## src/hdl/ahx_pkg.sv

```systemverilog
// Package for the Ascon hash/XOF engine: constants, codes and the round function.
`timescale 1ns / 1ps
`default_nettype none
package ahx_pkg;

  localparam int unsigned MaxOutWords    = 64;
  localparam int unsigned MaxCustomBytes = 256;
  localparam int unsigned NumRounds      = 12;

  localparam logic [1:0] ModeHash = 2'd0;
  localparam logic [1:0] ModeXof  = 2'd1;
  localparam logic [1:0] ModeCxof = 2'd2;

  localparam logic [1:0] RegMode      = 2'd0;
  localparam logic [1:0] RegOutWords  = 2'd1;
  localparam logic [1:0] RegCustomLen = 2'd2;

  localparam logic [63:0] IvHash = 64'h0000080100cc0002;
  localparam logic [63:0] IvXof  = 64'h0000080000cc0003;
  localparam logic [63:0] IvCxof = 64'h0000080000cc0004;

  typedef logic [319:0] state_t;

  // One Ascon round; round index 0..11.
  function automatic state_t ascon_round(state_t s, logic [3:0] rnd);
    logic [63:0] w [5];
    logic [63:0] t [5];
    logic [7:0]  rc;
    state_t      r;
    for (int k = 0; k < 5; k++) w[k] = s[64*k +: 64];
    rc = 8'hf0 - {rnd, 4'h0} + {4'h0, rnd};
    w[2] ^= {56'd0, rc};
    w[0] ^= w[4];
    w[4] ^= w[3];
    w[2] ^= w[1];
    for (int k = 0; k < 5; k++) t[k] = ~w[k] & w[(k + 1) % 5];
    for (int k = 0; k < 5; k++) w[k] ^= t[(k + 1) % 5];
    w[1] ^= w[0];
    w[0] ^= w[4];
    w[3] ^= w[2];
    w[2] = ~w[2];
    w[0] ^= {w[0][18:0], w[0][63:19]} ^ {w[0][27:0], w[0][63:28]};
    w[1] ^= {w[1][60:0], w[1][63:61]} ^ {w[1][38:0], w[1][63:39]};
    w[2] ^= {w[2][0],    w[2][63:1]}  ^ {w[2][5:0],  w[2][63:6]};
    w[3] ^= {w[3][9:0],  w[3][63:10]} ^ {w[3][16:0], w[3][63:17]};
    w[4] ^= {w[4][6:0],  w[4][63:7]}  ^ {w[4][40:0], w[4][63:41]};
    for (int k = 0; k < 5; k++) r[64*k +: 64] = w[k];
    return r;
  endfunction

endpackage
`default_nettype wire

```

## src/hdl/ahx_perm.sv

```systemverilog
// Iterative Ascon permutation: one round per cycle.
`timescale 1ns / 1ps
`default_nettype none
module ahx_perm (
  input  wire             clk_i,
  input  wire             rst_ni,
  input  wire             start_i,
  input  ahx_pkg::state_t state_i,
  output ahx_pkg::state_t state_o,
  output logic            busy_o,
  output logic            done_o
);

  ahx_pkg::state_t s_q;
  logic [3:0]      rnd_q;
  logic            busy_q;
  logic            done_q;

  always_ff @(posedge clk_i or negedge rst_ni) begin
    if (!rst_ni) begin
      busy_q <= 1'b0;
      done_q <= 1'b0;
      rnd_q  <= '0;
    end else begin
      done_q <= 1'b0;
      if (start_i && !busy_q) begin
        busy_q <= 1'b1;
        rnd_q  <= '0;
      end else if (busy_q) begin
        if (rnd_q == 4'(ahx_pkg::NumRounds - 1)) begin
          busy_q <= 1'b0;
          done_q <= 1'b1;
        end
        rnd_q <= rnd_q + 4'd1;
      end
    end
  end

  always_ff @(posedge clk_i) begin
    if (start_i && !busy_q) s_q <= state_i;
    else if (busy_q)        s_q <= ahx_pkg::ascon_round(s_q, rnd_q);
  end

  assign state_o = s_q;
  assign busy_o  = busy_q;
  assign done_o  = done_q;

`ifndef ASSERT_OFF
  a_done_after_busy: assert property (@(posedge clk_i) disable iff (!rst_ni)
    done_q |-> $past(busy_q)) else $error("done without busy");
  a_no_done_busy: assert property (@(posedge clk_i) disable iff (!rst_ni)
    !(done_q && busy_q)) else $error("done while busy");
  a_round_range: assert property (@(posedge clk_i) disable iff (!rst_ni)
    busy_q |-> rnd_q < 4'(ahx_pkg::NumRounds)) else $error("round overflow");
`endif

endmodule
`default_nettype wire

```

## src/hdl/ascon_hash_xof_engine_unit.sv

```systemverilog
// Top level of the Ascon Hash256 / XOF128 / CXOF128 sponge engine.
//
// Channel | Direction | Handshake              | Payload
// in      | input     | in_valid_i / in_stall_o | data_word_i, valid_bytes_i,
//         |           |                        | last_word_i, is_custom_i
// out     | output    | out_valid_o / out_stall_i | digest_word_o, last_out_o
// cfg     | input     | cfg_we_i               | cfg_idx_i, cfg_data_i
//
// A permutation runs as launch, twelve rounds, capture, next step. A plain message
// word takes one permutation before the input is free; a new run adds one for the
// IV, and the CXOF length, the pad block of a full last word and the bare pad that
// closes an open customization add one each. The first squeeze word comes from the
// permutation of a short last word, each later one from a further permutation after
// the previous transfer, plus receiver stalls. Reset restores register defaults and
// the idle phase; in_stall_o is high until every transfer of the current item ends.
`timescale 1ns / 1ps
`default_nettype none
module ascon_hash_xof_engine_unit #(
  parameter int unsigned MAX_OUT_WORDS    = ahx_pkg::MaxOutWords,
  parameter int unsigned MAX_CUSTOM_BYTES = ahx_pkg::MaxCustomBytes
) (
  input  wire         clk_i,
  input  wire         rst_ni,
  input  wire         cfg_we_i,
  input  wire  [1:0]  cfg_idx_i,
  input  wire  [8:0]  cfg_data_i,
  input  wire         in_valid_i,
  output logic        in_stall_o,
  input  wire  [63:0] data_word_i,
  input  wire  [3:0]  valid_bytes_i,
  input  wire         last_word_i,
  input  wire         is_custom_i,
  output logic        out_valid_o,
  input  wire         out_stall_i,
  output logic [63:0] digest_word_o,
  output logic        last_out_o
);

  typedef enum logic [2:0] {
    StIdle, StPerm, StNext, StEmit
  } st_e;

  // Pending absorb or squeeze steps after the current permutation.
  typedef enum logic [2:0] {
    NxDone, NxLen, NxPadThenMsg, NxMsg, NxPad, NxSqueeze
  } nx_e;

  // Phase of the current run.
  typedef enum logic [1:0] {
    PhIdle, PhCustom, PhMsg
  } ph_e;

  localparam int unsigned CntW = $clog2(MAX_OUT_WORDS + 1);

  st_e              st_q;
  nx_e              nx_q;
  logic [1:0]       mode_q;
  logic [6:0]       outw_q;
  logic [8:0]       clen_q;
  ph_e              phase_q;
  logic [63:0]      word_q;
  logic             last_q;
  logic             fin_q;   // item ends the message
  logic [3:0]       valid_q;
  logic             cust_q;
  logic [CntW-1:0]  left_q;
  ahx_pkg::state_t  st_in;
  logic             p_start, p_busy, p_done;
  ahx_pkg::state_t  p_state;
  ahx_pkg::state_t  hold_q;
  logic [63:0]      dig_q;
  logic             lo_q;

  ahx_perm u_perm (
    .clk_i, .rst_ni, .start_i(p_start), .state_i(st_in),
    .state_o(p_state), .busy_o(p_busy), .done_o(p_done)
  );

  // Pad a last word with 0x01 after its valid bytes.
  function automatic logic [63:0] pad_word(logic [63:0] w, logic [3:0] nb);
    logic [63:0] r;
    r = '0;
    for (int b = 0; b < 8; b++)
      if (b < nb) r[8*b +: 8] = w[8*b +: 8];
    if (nb < 4'd8) r[{nb[2:0], 3'b000}] = 1'b1;
    return r;
  endfunction

  logic [CntW-1:0] nout;
  always_comb begin
    if (outw_q == 7'd0) nout = CntW'(1);
    else if (32'(outw_q) > MAX_OUT_WORDS) nout = CntW'(MAX_OUT_WORDS);
    else nout = CntW'(outw_q);
  end

  logic [8:0] clen_sat;
  assign clen_sat = (32'(clen_q) > MAX_CUSTOM_BYTES) ? 9'(MAX_CUSTOM_BYTES) : clen_q;

  logic [63:0] ld_word_q; // word xored before the next permutation
  logic        start_q;

  assign p_start = start_q;
  assign st_in   = {hold_q[319:64], hold_q[63:0] ^ ld_word_q};

  always_ff @(posedge clk_i or negedge rst_ni) begin
    if (!rst_ni) begin
      st_q      <= StIdle;
      nx_q      <= NxDone;
      mode_q    <= ahx_pkg::ModeHash;
      outw_q    <= 7'd4;
      clen_q    <= '0;
      phase_q   <= PhIdle;
      start_q   <= 1'b0;
      left_q    <= '0;
      hold_q    <= '0;
      word_q    <= '0;
      last_q    <= 1'b0;
      fin_q     <= 1'b0;
      valid_q   <= '0;
      cust_q    <= 1'b0;
      ld_word_q <= '0;
      dig_q     <= '0;
      lo_q      <= 1'b0;
    end else begin
      if (cfg_we_i) begin
        unique case (cfg_idx_i)
          ahx_pkg::RegMode:      mode_q <= cfg_data_i[1:0];
          ahx_pkg::RegOutWords:  outw_q <= cfg_data_i[6:0];
          ahx_pkg::RegCustomLen: clen_q <= cfg_data_i;
          default: ;
        endcase
      end
      unique case (st_q)
        StIdle: begin
          start_q <= in_valid_i && (phase_q == PhIdle);
          if (in_valid_i) begin
            word_q <= data_word_i;
            last_q <= last_word_i;
            fin_q  <= last_word_i;
            if (phase_q == PhIdle) begin
              hold_q <= {256'd0, (mode_q == ahx_pkg::ModeHash) ? ahx_pkg::IvHash :
                         (mode_q == ahx_pkg::ModeCxof) ? ahx_pkg::IvCxof : ahx_pkg::IvXof};
              ld_word_q <= '0;
              st_q <= StPerm;
              if (mode_q == ahx_pkg::ModeCxof) begin
                nx_q <= NxLen;
                phase_q <= PhCustom;
              end else begin
                nx_q <= NxMsg;
                phase_q <= PhMsg;
              end
            end else begin
              st_q <= StNext;
              // A customization word counts only while the customization is open.
              nx_q <= (phase_q == PhCustom && !is_custom_i) ? NxPadThenMsg : NxMsg;
            end
            // valid_bytes saturated at 8 and ignored when not last.
            if (!last_word_i || valid_bytes_i > 4'd8) valid_q <= 4'd8;
            else valid_q <= valid_bytes_i;
            cust_q <= is_custom_i;
          end
        end
        StPerm: begin
          start_q <= 1'b0;
          if (p_done) begin
            hold_q <= p_state;
            st_q   <= (nx_q == NxSqueeze) ? StEmit : StNext;
            if (nx_q == NxSqueeze) begin
              dig_q <= p_state[63:0];
              lo_q  <= (left_q == CntW'(1));
            end
          end
        end
        StNext: begin
          unique case (nx_q)
            NxLen: begin
              st_q <= StPerm;
              start_q <= 1'b1;
              ld_word_q <= {52'd0, clen_sat, 3'b000};
              nx_q <= (phase_q == PhCustom && cust_q) ? NxMsg : NxPadThenMsg;
            end
            NxPadThenMsg: begin
              st_q <= StPerm;
              start_q <= 1'b1;
              ld_word_q <= 64'h1;
              phase_q <= PhMsg;
              nx_q <= NxMsg;
            end
            NxMsg: begin
              st_q <= StPerm;
              start_q <= 1'b1;
              if (!last_q || valid_q == 4'd8) ld_word_q <= word_q;
              else ld_word_q <= pad_word(word_q, valid_q);
              // A short last customization word ends without a squeeze.
              if (!last_q) nx_q <= NxDone;
              else if (valid_q == 4'd8) nx_q <= NxPad;
              else nx_q <= (phase_q == PhCustom) ? NxDone : NxSqueeze;
              if (phase_q == PhCustom && last_q) phase_q <= PhMsg;
              left_q <= nout;
              if (phase_q == PhCustom) fin_q <= 1'b0;
            end
            NxPad: begin
              st_q <= StPerm;
              start_q <= 1'b1;
              ld_word_q <= 64'h1;
              nx_q <= fin_q ? NxSqueeze : NxDone;
            end
            NxSqueeze: begin
              st_q <= StPerm;
              start_q <= 1'b1;
              ld_word_q <= '0;
            end
            default: begin
              start_q <= 1'b0;
              st_q <= StIdle;
              if (fin_q && phase_q == PhMsg) phase_q <= PhIdle;
            end
          endcase
        end
        StEmit: begin
          start_q <= !out_stall_i && (left_q != CntW'(1));
          if (!out_stall_i) begin
            left_q <= left_q - CntW'(1);
            if (left_q == CntW'(1)) begin
              st_q <= StIdle;
              phase_q <= PhIdle;
            end else begin
              ld_word_q <= '0;
              nx_q <= NxSqueeze;
              st_q <= StPerm;
            end
          end
        end
        default: begin
          st_q <= StIdle;
          start_q <= 1'b0;
        end
      endcase
    end
  end

  // A message last word that is not full goes straight to squeeze; the
  // done arm above returns to idle for the next item and sets the phase to
  // idle when that item ended the message.
  assign in_stall_o    = (st_q != StIdle);
  assign out_valid_o   = (st_q == StEmit);
  assign digest_word_o = dig_q;
  assign last_out_o    = lo_q;

`ifndef ASSERT_OFF
  a_no_start_busy: assert property (@(posedge clk_i) disable iff (!rst_ni)
    p_start |-> !p_busy) else $error("permutation restarted while busy");
  a_emit_count: assert property (@(posedge clk_i) disable iff (!rst_ni)
    out_valid_o |-> left_q != '0) else $error("emit with no words left");
  a_last_flag: assert property (@(posedge clk_i) disable iff (!rst_ni)
    out_valid_o |-> (last_out_o == (left_q == CntW'(1)))) else $error("last flag");
`endif

endmodule
`default_nettype wire

```

## config.mk

```make
export PLATFORM = sky130hd
export DESIGN_NAME = ascon_hash_xof_engine_unit
export DESIGN_NICKNAME = d
export VERILOG_FILES = /design/src/hdl/ahx_pkg.sv /design/src/hdl/ahx_perm.sv /design/src/hdl/ascon_hash_xof_engine_unit.sv
export SDC_FILE = /design/constraint.sdc
export NUM_CORES = 2
export LEC_CHECK = 0
export ABC_AREA = 1
export BUFFER_PORTS_ARGS = -buffer_cell sky130_fd_sc_hd__buf_2
export CORE_UTILIZATION = 42
export DETAILED_ROUTE_END_ITERATION = 10
export SLEW_MARGIN = 20
export SYNTH_ARGS = -nofsm -noshare
export SYNTH_HDL_FRONTEND = slang
export SYNTH_SLANG_ARGS = --single-unit
```

## constraint.sdc

```tcl
create_clock -name clk_i -period 18.3 [get_ports clk_i]
set_input_delay 0.915 -clock clk_i [delete_from_list [all_inputs] [get_ports clk_i]]
set_output_delay 0.915 -clock clk_i [all_outputs]
set_load 0.02 [all_outputs]
```

# Word level (Yosys, flattened, before mapping)
# Index checks and enable logic that the tools add are counted.
# word_totals
in_bits,86
romBits,0
elab_cells,246
reg_bits,880
out_inout_bits,67
ramBits,0
latchBits,0
memories,0
# op_classes
n_shift,0
add_sub_neg,4
mul,0
n_div,0
reduce_logical,41
muxes,101
eq_ne,30
order_cmp,14
bitwise_logic,35
# op_table
cell,n
$mux 320,5
$xor 64x64->64,22
$pmux 320 s2,1
$mux 64,6
$not 64->64,6
$and 64x64->64,5
$mux 8,32
$pmux 64 s4,1
$pmux 64 s3,1
$or 64x57->64,1
$xor 64x8->64,1
$mux 3,12
$mux 33,1
$mux 7,4
$pmux 3 s4,2
$mux 2,9
$lt 3x4->1 const A,4
$mux 1,16
$ne 2x2->1 const B,7
$pmux 7 s2,1
$eq 3x2->1 const B,4
$mux 4,3
$pmux 2 s3,2
$ne 5x5->1 const B,2
other kinds (44),77

# Logic depth before layout (Yosys ltp)
# depth
word_depth,12
mapped_depth,16
depth_no_buf,16

# Cells and area by module
# From an unflattened synthesis, not the netlist that was laid out.
# hier_totals
cells_unflattened,7859
hier_area_um2,57650.3
# modules_own_cells
module,cells_each,area_each_um2,seq_area_each_um2,n_inst
ahx_perm,5276,33937.5,9759.4,1
ascon_hash_xof_engine_unit,2583,23712.7,13839.5,1

# Least setup slack after synthesis
# No wires, ideal clock.
# synth_path
kind,reg-to-reg
start,"reg u_perm.busy_q, in the netlist u_perm.busy_o"
end,reg u_perm.rnd_q[0]
setup_ps,439
path_buffers,0
period_less_slack_ps,7380
stages_incl_launch_ff,4
setup_slack_ps,10920
t_arrival_ps,6942
required_time_ps,17861
path_cell_list,dfrtp_1 nor2_1 inv_1 o21ai_0
# synth_via
elab_chain_cells,3
elab_cells_between_ends,4
cone_classes,mux: 1; reduce/logical: 3
# synth_lines
item,line_no,rtl
from (decl),ahx_perm.sv:16,logic busy_q;
from (signal assigned),ahx_perm.sv:21,busy_q <= 1'b0;
from (signal assigned),ahx_perm.sv:27,busy_q <= 1'b1;
from (signal assigned),ahx_perm.sv:31,busy_q <= 1'b0;
$logic_not 1->1,ahx_perm.sv:26,if (start_i && !busy_q) begin
$logic_and 1x1->1,ahx_perm.sv:26,
$mux 4 or $reduce_bool 2->1 (tied branches),n/a,
to (signal assigned),ahx_perm.sv:34,rnd_q <= rnd_q + 4'd1;
to (decl),ahx_perm.sv:15,logic [3:0] rnd_q;
# Parallel ways exist; a longest one is shown, timed or not.
# A chain may end at the register's enable or synchronous reset.

# Worst setup path after layout
# layout_path
start,reg st_q[1]
end,reg hold_q[156]
# layout_via
elab_chain_cells,3
elab_cells_between_ends,8
cone_classes,eq/ne: 4; mux: 1; reduce/logical: 3
# layout_lines
item,line_no,rtl
from (decl),ascon_hash_xof_engine_unit.sv:55,st_e st_q;
from (signal assigned),ascon_hash_xof_engine_unit.sv:107,st_q <= StIdle;
from (signal assigned),ascon_hash_xof_engine_unit.sv:144,st_q <= StPerm;
from (signal assigned),ascon_hash_xof_engine_unit.sv:153,st_q <= StNext;
$eq 3x1->1 or $logic_not 3->1 (tied branches),ascon_hash_xof_engine_unit.sv:133,unique case (st_q)
"$ne 2x1->1 (no line), or another cell as far along",n/a,
$reduce_and 4->1 (no line),n/a,
to (signal assigned),ascon_hash_xof_engine_unit.sv:141,"hold_q <= {256'd0, (mode_q == ahx_pkg::ModeHash) ? ahx_pkg::IvHash :"
to (signal assigned),ascon_hash_xof_engine_unit.sv:166,hold_q <= p_state;
to (decl),ascon_hash_xof_engine_unit.sv:70,ahx_pkg::state_t hold_q;
# Parallel ways exist; a longest one is shown, timed or not.

==> results.py <==
metrics = {
    "global_route": {
        "groute.usage.overall_pct": 41.57,
        "grt_max_degree": 204,
        "antenna_found_initial": 26,
        "number_of_global_route_vias_before_repair": 49938,
        "grt-ovfl-total": 0,
        "wire_length_of_the_first_global_routing_pass_mm": 389.2,
    },
    "detailed_routing": {
        "first_iter_violations": 7578,
        "first_pass_iters": 9,
        "route.detailed.drc": 0,
        "route.vias.total": 55872,
        "drtAntennaViolNets": 0,
        "wl_per_cell_um": 29.17,
        "post_drt_via_cell_ratio": 5.709,
        "routed_wirelength_mm": 285.5,
    },
    "synth": {
        "synth_area_leaders": "dfrtp_1 (25%), nand2_1 (20%), edfxtp_1 (17%)",
        "postSynthRegisterBits": 879,
        "async_reset_ff_share_pct": 63.59,
        "ys_dominant_reg_cell": "dfrtp_1",
        "syn_area_sq_um": 56190,
        "postSynthCellCount": 7853,
        "syn-mean-instance-area_sq_um": 7.155,
        "netlist.top_cell.by_area": "dfrtp_1",
        "syn_nets": 8076,
        "count_of_flip_flops_with_a_built_in_enable_after_synthesis": 320,
        "synth_top_area_share_pct": 24.85,
        "yosys_warnings": 0,
        "synth.distinct_cells": 40,
        "synth-seq-area-share_pct": 42.00,
    },
    "timing": {
        "period_share_pct": 25.38,
        "finClkSkew_ns": 0.03523,
        "whs_ns": 0.1160,
        "slew_headroom_pct": 13.68,
        "fmax_mhz": 215.3,
        "finalSetupViolations": 0,
        "period_needed_ns": 4.644,
        "unrepaired_setup_endpoints_after_global_routing": "no",
        "fin_setup_tns_ns": 0,
        "finalMaxSlewViolations": 0,
        "hold_viol_final": 0,
        "worstMarginPinSlew_ns": 1.290,
    },
    "die": {
        "ios": 153,
        "floorplan_core_area_sq_um": 132100,
        "dieWidth_um": 367.8,
        "fp-row-count": 133,
        "die_height_um": 367.8,
        "floorplan.die_area_sq_um": 135200,
        "starting_density_of_the_core_pct": 42.52,
    },
    "worst_setup_path": {
        "crit_path_top_cell_by_count": "buf_4",
        "cp_slowest_cell": "buf_4",
        "critPathMaxFanout": 105,
        "timing.critical_path.from_type": "flip-flop",
        "timing.reg2reg.worst_path_depth": 8,
        "crit_path_cell_trace": "inv_1, ha_4, inv_2, a211oi_4, buf_4, buf_4, buf_4, o21ai_0",
        "cp_slowest_stage_delay_ns": 0.87,
        "timing.critical_path.to_type": "flip-flop",
        "crit_type": "reg2reg",
        "timing.critical_path.arrival_ns": 5.19,
        "required_ns": 18.84,
    },
    "cells_and_area": {
        "fin_area_sq_um": 62220,
        "multiInputGateArea_sq_um": 28120,
        "finish.net_count": 8166,
        "n_fill_cell": 13193,
        "final_cell_count_no_fill": 9787,
        "flow.area_growth_from_synthesis_pct": 10.73,
        "drive_gt1_share_pct": 5.097,
        "layout.area.seq_sq_um": 23600,
    },
    "flow_run": {
        "cap_viol_max_count": 0,
    },
    "clocking": {
        "clock_tree.root_cell": "clkbuf_16",
        "holdBufCountCts": 0,
        "post-cts-setup-buffer-count": 0,
        "cts.htree.levels": 3,
        "cts_num_sinks": 879,
        "max-clock-path-buffers": 3,
        "cts-resized-gates": 0,
        "cts-buffers-inserted": 98,
        "tritoncts": "built",
        "cts.reportedPaths.clkPinSlew_ns": 0.06,
        "clock_latency_ns": 0.75,
    },
    "place": {
        "gp_routability_congestion": 1.105,
        "number_of_input_and_output_port_buffers_inserted": 152,
        "detailed_place_hpwl_mm": 229.6,
        "placement.cell_area_sq_um": 58850,
        "dpl.cell_count": 9598,
    },
    "worst_hold_path": {
        "hold_path_class": "in2async",
    },
    "outcome": {
        "outcome": "completed",
    },
}
per-layer routing:
layer | share of wire [%] | wire (um) | track usage (%)
met5 | 0.023 | 65 | 0
met4 | 7.3 | 20890 | 25.57
met3 | 9.7 | 27560 | 9.041
met2 | 42 | 120500 | 61.39
met1 | 41 | 116400 | 55.46
cell type report:
| class | instances | share of cell area [%] |
|---|---|---|
| inverters | 961 | 5.830 |
| repair buffers | 220 | 2.140 |
| clock inverters | 47 | 0.9251 |
| multi-input cells | 5783 | 45.19 |
| clock buffers | 135 | 4.426 |
| flip-flops and latches | 879 | 37.93 |
| well taps | 1755 | 3.529 |
| diodes | 7 | 0.02815 |
cells in the final DEF, fill, tap and decap left out, drive strengths merged, types with 135 or more instances in the layout:
cell / instances
inv: 964
ha: 137
nand2: 2943
edfxtp: 320
buf: 220
xnor2: 140
nand3: 1248
o21ai: 739
xor2: 280
clkbuf: 135
dfrtp: 558
cell families (layout without fill, tap and decap cells):
group / after synthesis / in the layout / synth area share, %
AND/OR/NAND/NOR: 4321 / 4321 / 31.94
buffers and inverters: 1191 / 1363 / 8.184
AO/OA/AOI/OAI: 904 / 904 / 8.262
flip-flops: 879 / 879 / 42.00
XOR/XNOR: 420 / 420 / 6.547
adder cells (fa/ha/maj): 137 / 137 / 3.051
multiplexers: 1 / 1 / 0.02004
other: 0 / 7 / 0
flip-flops by register name (all words and copies together), names as in the netlist:
name and flops:
mode_q 2, fin_q 1, left_q 7, clen_q 9
hold_q 320, st_q 2, last_q 1, valid_q 4
u_perm.state_o 320, phase_q 2, digest_word_o 64, ld_word_q 64
outw_q 7, u_perm.rnd_q 4, u_perm.done_o 1, word_q 64
p_start 1, last_out_o 1, u_perm.busy_o 1, nx_q 3
cust_q 1
per-stage QoR:
step                      setup WS (ns)  utilization [%]
after floorplan                   10.92                -
after global placement            13.36            44.52
after detailed placement          13.38            44.54
after CTS                         13.74            47.06
after global routing              13.30            47.07
final                             13.66            47.09
worst paths after layout:
check	start	to	slack (ns)
min in group clk_i	data_word_i[26]	word_q[26]$_DFFE_PN0P_	0.36
max in group asynchronous	rst_ni	ld_word_q[39]$_DFFE_PN0P_	14.28
max	st_q[1]$_DFFE_PN0P_	hold_q[156]$_DFFE_PN0P_	13.66
min	rst_ni	hold_q[249]$_DFFE_PN0P_	0.12
max reg2reg	st_q[1]$_DFFE_PN0P_	hold_q[156]$_DFFE_PN0P_	13.66
min reg2reg	last_out_o$_DFFE_PN0P_	last_out_o$_DFFE_PN0P_	0.48
cells in the mapped netlist, drive strengths merged, types with 2 or more instances:
cell type,n
o32ai,2
nand4,33
clkbuf,149
ha,137
o21ai,739
a21oi,119
clkinv,3
buf,81
a31oi,11
o22ai,3
nand3b,7
o211ai,3
inv,958
xnor2,140
nand3,1248
nor3,5
xor2,280
nand2,2943
dfrtp,558
or2,10
edfxtp,320
nor2,75
a21boi,18
a22oi,2
a22o,2
worst max-delay path: cells and delay by family (launching register included):
kind | cells | cell delay, ns
buf+inv | 5 | 2.68
fa+ha+maj | 1 | 0.56
compound gates | 2 | 0.50
flops | 1 | 0.40
Power is left out: the tool's default activity adds up to more than one toggle a clock period on the data nets, which glitch-free logic cannot reach.
